$ cat src/hw/rtl/kmtf_pkg.sv
package kmtf_pkg;

  typedef enum logic [1:0] {
    ACT_APPLY = 2'd0,
    ACT_FIND  = 2'd1,
    ACT_MARK  = 2'd2,
    ACT_ERASE = 2'd3
  } action_e;

  typedef enum logic [2:0] {
    KIND_RESET  = 3'd0,
    KIND_REMOVE = 3'd1,
    KIND_ADD    = 3'd2,
    KIND_HIST   = 3'd3,
    KIND_LOCAL  = 3'd4,
    KIND_UPDATE = 3'd5,
    KIND_SPARE6 = 3'd6,
    KIND_SPARE7 = 3'd7
  } kind_e;

  localparam int unsigned InDataW  = 168;
  localparam int unsigned OutDataW = 136;

  typedef struct packed {
    logic start;
    logic scan;
    logic commit;
  } cmd_t;

  typedef struct packed {
    logic scan_last;
    logic out_busy;
  } status_t;

endpackage

$ cat src/hw/rtl/kmtf_ctrl.sv
module kmtf_ctrl (
  input  logic             clk_i,
  input  logic             rst_ni,
  input  logic             in_valid_i,
  output logic             in_ready_o,
  input  kmtf_pkg::status_t status_i,
  output kmtf_pkg::cmd_t    cmd_o
);

  typedef enum logic [1:0] {
    ST_IDLE,
    ST_SCAN,
    ST_LAST,
    ST_COMMIT
  } state_e;

  state_e state_q;

  always_ff @(posedge clk_i or negedge rst_ni) begin
    if (!rst_ni) begin
      state_q <= ST_IDLE;
    end else begin
      unique case (state_q)
        ST_IDLE:   if (in_valid_i) state_q <= ST_SCAN;
        ST_SCAN:   if (status_i.scan_last) state_q <= ST_LAST;
        ST_LAST:   state_q <= ST_COMMIT;
        ST_COMMIT: if (!status_i.out_busy) state_q <= ST_IDLE;
        default:   state_q <= ST_IDLE;
      endcase
    end
  end

  assign in_ready_o    = (state_q == ST_IDLE);
  assign cmd_o.start   = (state_q == ST_IDLE) && in_valid_i;
  assign cmd_o.scan    = (state_q == ST_SCAN);
  assign cmd_o.commit  = (state_q == ST_COMMIT) && !status_i.out_busy;

endmodule

$ cat config.mk
export PLATFORM = sky130hd
export DESIGN_NAME = kmtf_ctrl
export DESIGN_NICKNAME = d
export VERILOG_FILES = /design/src/hw/rtl/kmtf_pkg.sv /design/src/hw/rtl/kmtf_ctrl.sv
export SDC_FILE = /design/constraint.sdc
export NUM_CORES = 1
export LEC_CHECK = 0
export BUFFER_PORTS_ARGS = -buffer_cell sky130_fd_sc_hd__buf_2
export CAP_MARGIN = 30
export CELL_PAD_IN_SITES_DETAIL_PLACEMENT = 1
export CELL_PAD_IN_SITES_GLOBAL_PLACEMENT = 2
export CORE_AREA = 2 2 39 41
export DETAILED_ROUTE_END_ITERATION = 8
export DIE_AREA = 0 0 41 43
export PLACE_DENSITY = 0.45
export SYNTH_ARGS = -nofsm -noshare
export SYNTH_HDL_FRONTEND = slang
export SYNTH_SLANG_ARGS = --single-unit
$ cat constraint.sdc
create_clock -name clk_i -period 1.6 [get_ports clk_i]
set_input_delay 0.48 -clock clk_i [delete_from_list [all_inputs] [get_ports clk_i]]
set_output_delay 0.48 -clock clk_i [all_outputs]
set_load 0.03 [all_outputs]
==> impl.org <==
** Die
- Std-Cell Core Area :: 0.00138 mm^2
- The floorplan step defined a die boundary enclosing 0.00176 mm^2.
- Die Span Y :: 43 um
- Number of rows created at floorplan :: 14
- Chip width :: 41 um
- For this design the top-level I/O count stands at 9.
- For this configuration, the core starts out at a cell density of 0.136.

** Synth
- The area fraction in compound gates after synthesis came to 0.140.
- After synthesis, the share of flip-flops with an asynchronous set or reset is 1.00.
- By area the synthesized netlist is led by sky130_fd_sc_hd__dfrtp_1 (27%), sky130_fd_sc_hd__ha_1 (27%), sky130_fd_sc_hd__o221ai_4 (14%).
- For this run, the leading register cell type out of synthesis is sky130_fd_sc_hd__dfrtp_1.
- Counting flops with a built-in enable in the synthesized netlist gives 0.
- Biggest area consumer among synthesized cells :: sky130_fd_sc_hd__dfrtp_1
- Synthesis produced 17 cells.
- Of the total synthesized cell area, the portion taken by AND, OR, NAND and NOR gates is 0.113.
- Synthesis warning total :: 0
- The portion of synthesized area spent on multiplexers is 0.133.
- The netlist uses 12 different library cells.
- Share of synthesized cell area in full adder, half adder and majority cells :: 0.267
- After synthesis, the largest family of logic cells by area is adder cells.
- Synthesis-stage register bit count :: 2
- Of the total synthesized cell area, the portion taken by XOR and XNOR cells is 0.
- Synthesized area per cell :: 11.0 um^2
- In the synthesized netlist, the cells that appear most often are sky130_fd_sc_hd__ha_1 (4), sky130_fd_sc_hd__dfrtp_1 (2), sky130_fd_sc_hd__inv_1 (2).
- The number of nets in the synthesized netlist is 26.
- For this run, the register share of the synthesized area comes to 0.267.
- Area of the mapped netlist :: 188 um^2
- Area share of the leading cell type in the synthesized netlist :: 0.267
- Yosys instantiated no cell more often than sky130_fd_sc_hd__ha_1.

** Detailed routing
- First-iteration detailed-routing DRC count :: 0
- Drt via density :: 3.53
- In the final routed layout, each cell accounts on average for 9.16 um.
- Vias post-DR :: 173
- Remaining DRCs :: 0
- For this run, the detailed router's first-pass iteration total came to 1.
- Detailed-route wire length :: 449 um
- The count of nets left with antenna violations once routing finished came out at 0.

** Worst hold path
- Worst hold-check path type :: in2async

** Setup path
- By startpoint and endpoint, the worst setup path is classified as reg2out.
- Crit-path max FO :: 3
- Largest delay contributor family on the critical path :: flip-flops
- Element type at the critical path end :: output pin
- CP Cell Sequence :: inv_2 > ha_4 > and2_4 > buf_6
- Data on the critical path arrives at its endpoint at 1.09 ns.
- The worst setup path is launched from a flop.
- The largest single stage delay on the critical path is 0.40 ns.
- STA puts the critical path data required time at 1.12 ns.
- On the critical path, the stage with the largest delay is an instance of sky130_fd_sc_hd__dfrtp_1.
- The critical path contains buffers and inverters numbering 2 combined.

** CTS
- The clock passes through at most 2 buffers.
- CTS H-tree depth :: 1
- TritonCTS buffer count :: 3
- In this run the clock root is driven by a sky130_fd_sc_hd__clkbuf_4.
- Count of hold-fix buffers inserted at cts :: 0
- Count of clock tree sinks :: 2
- Clock-pin slew was measured on the worst setup and hold paths at 0.03 ns.
- TritonCTS built the clock tree.
- For the worst-skew pair, the clock arrives at the later sink with an insertion delay of 0.22 ns.

** STA
- Timing-limited maximum frequency :: 635 MHz
- Between clock sinks in the finished design, the worst skew comes to 0.00111 ns.
- Final period utilization :: 0.984
- Setup violations remaining at the end of the flow were counted as 0.
- Worst hold-check slack :: 0.0339 ns
- The clock period could shrink to 1.57 ns.
- Final Slew Violations :: 0
- Setup repair after global routing could not meet its margin everywhere.
- Once routing completed, OpenROAD measured the worst setup slack at 0.0250 ns.
- Slew of the pin with the lowest slew margin :: 0.208 ns
- Number of hold-slack violations in the final timing report :: 0
- Worst slew margin :: 0.861

** Outcome
- The flow ran to the end, and the final reports show no timing, DRC or antenna violations.

** Placement
- The wire-length estimate of the detail-placed layout is 346 um.
- PortBufs :: 8
- Worst slack at placement :: 0.0889 ns
- Routability congestion estimate from global placement :: 0.551

** Pwr
- Fraction of power consumed by combinational cells :: 0.719
- Of the total power, registers draw 0.137.
- Power Dens Cells :: 2240 mW/mm^2
- Net switching power :: 319 uW
- Internal :: 457 uW
- Clock group share of total power :: 0.144
- For this design the static power due to leakage is 0.170 nW.
- Switching share of power :: 0.411
- Power comes to 776 uW.
- IR analysis of the VDD net gives a maximum drop of 0.613 mV.

** Final layout
- The repair_antennas step left the layout with diodes totalling 0.
- The net count of the finished layout is 44.
- Area added between synthesis and finish :: 84.7%
- Max FFs per register :: 2
- Ratio of cells with drive above 1 in the final layout :: 0.758
- Register with the most flip-flops :: state_q
- Regs by FF count :: state_q x2

** Flow run
- Across the run, the number of max-cap violations was 0.

** Global routing
- Antenna violations before repair :: 0
- First-pass GRT wire length :: 662 um
- The via count of the first global-routing pass came to 191.
- Overflow left after global routing :: 0
- Entering global routing, the biggest net connects 5 pins.
- Total global-route track usage :: 0.0673
==> layout make-up <==
| type | instances | area [um^2] |
|---|---|---|
| sequential | 2 | 50.0 |
| clock buffer | 3 | 22.5 |
| timing repair buffer | 13 | 92.6 |
| fill | 164 | 1040 |
| multi-input combinational | 11 | 146 |
| inverter | 4 | 15.0 |
| tap | 16 | 20.0 |
==> stage by stage <==
| step | instance area [um^2] | setup TNS (ns) | std cells | util |
|---|---|---|---|---|
| 6_report | 347 | 0 | 49 | 0.250 |
| 5_1_grt | 347 | -0.0451 | 49 | 0.250 |
| 4_1_cts | 323 | -0.0263 | 48 | 0.233 |
| 3_5_place_dp | 250 | 0 | 41 | 0.181 |
| 3_3_place_gp | 250 | 0 | 41 | 0.181 |
| 2_1_floorplan | 190 | 0 | 17 | - |
==> final timing paths <==
path / cells after the start / slack, ns / from / endpoint
hold reg to reg: 2 / 0.67 / state_q[1] / state_q[1]
setup / recovery: 4 / 0.03 / state_q[0] / cmd_o[2]
hold / removal: 1 / 0.03 / rst_ni / state_q[1]
min in group clk_i: 2 / 0.67 / state_q[1] / state_q[1]
max in group asynchronous: 1 / 1.47 / rst_ni / state_q[0]
setup reg to reg: 7 / 0.08 / state_q[0] / state_q[1]
==> cells in the final DEF, fill, tap and decap left out <==
master                     n
sky130_fd_sc_hd__dfrtp_1   2
sky130_fd_sc_hd__nand2_1   1
sky130_fd_sc_hd__ha_4      1
sky130_fd_sc_hd__mux2i_1   1
sky130_fd_sc_hd__mux2_4    1
sky130_fd_sc_hd__inv_2     3
sky130_fd_sc_hd__buf_2     5
sky130_fd_sc_hd__nor2b_4   1
sky130_fd_sc_hd__nor2_1    1
sky130_fd_sc_hd__buf_6     2
sky130_fd_sc_hd__clkbuf_4  4
sky130_fd_sc_hd__ha_2      1
sky130_fd_sc_hd__buf_4     5
sky130_fd_sc_hd__clkinv_1  1
sky130_fd_sc_hd__and2_4    1
sky130_fd_sc_hd__ha_1      2
sky130_fd_sc_hd__o221ai_4  1
==> cell families (layout without fill, tap and decap cells) <==
group	Yosys count	in the layout
buffers and inverters	4	20
flip-flops	2	2
AO/OA/AOI/OAI	1	1
AND/OR/NAND/NOR	4	4
multiplexers	2	2
adder cells (fa/ha/maj)	4	4
==> per-layer routing <==
metal  share of wire  global-route usage  vias up
met5               0                   0        -
met4               0              0.0800        0
met3           0.078              0.0314        0
met2            0.61               0.119        7
met1            0.31              0.0354       81
li1                -                   -       85
==> power groups by stage <==
stage,Sequential [mW],Clock (mW),Combinational [mW]
2_1_floorplan,0.100,0,0.325
3_5_place_dp,0.108,0,0.406
4_1_cts,0.107,0.122,0.528
5_1_grt,0.113,0.122,0.614
3_3_place_gp,0.108,0,0.393
6_report,0.106,0.112,0.558
==> timing repair <==
item	in CTS	in global routing
setup buffers	4	1
gates resized for setup	7	5
setup endpoints to repair	3	3
gates cloned	0	0
pin swaps	1	2
No activity file was read; power rests on OpenSTA's default activity.
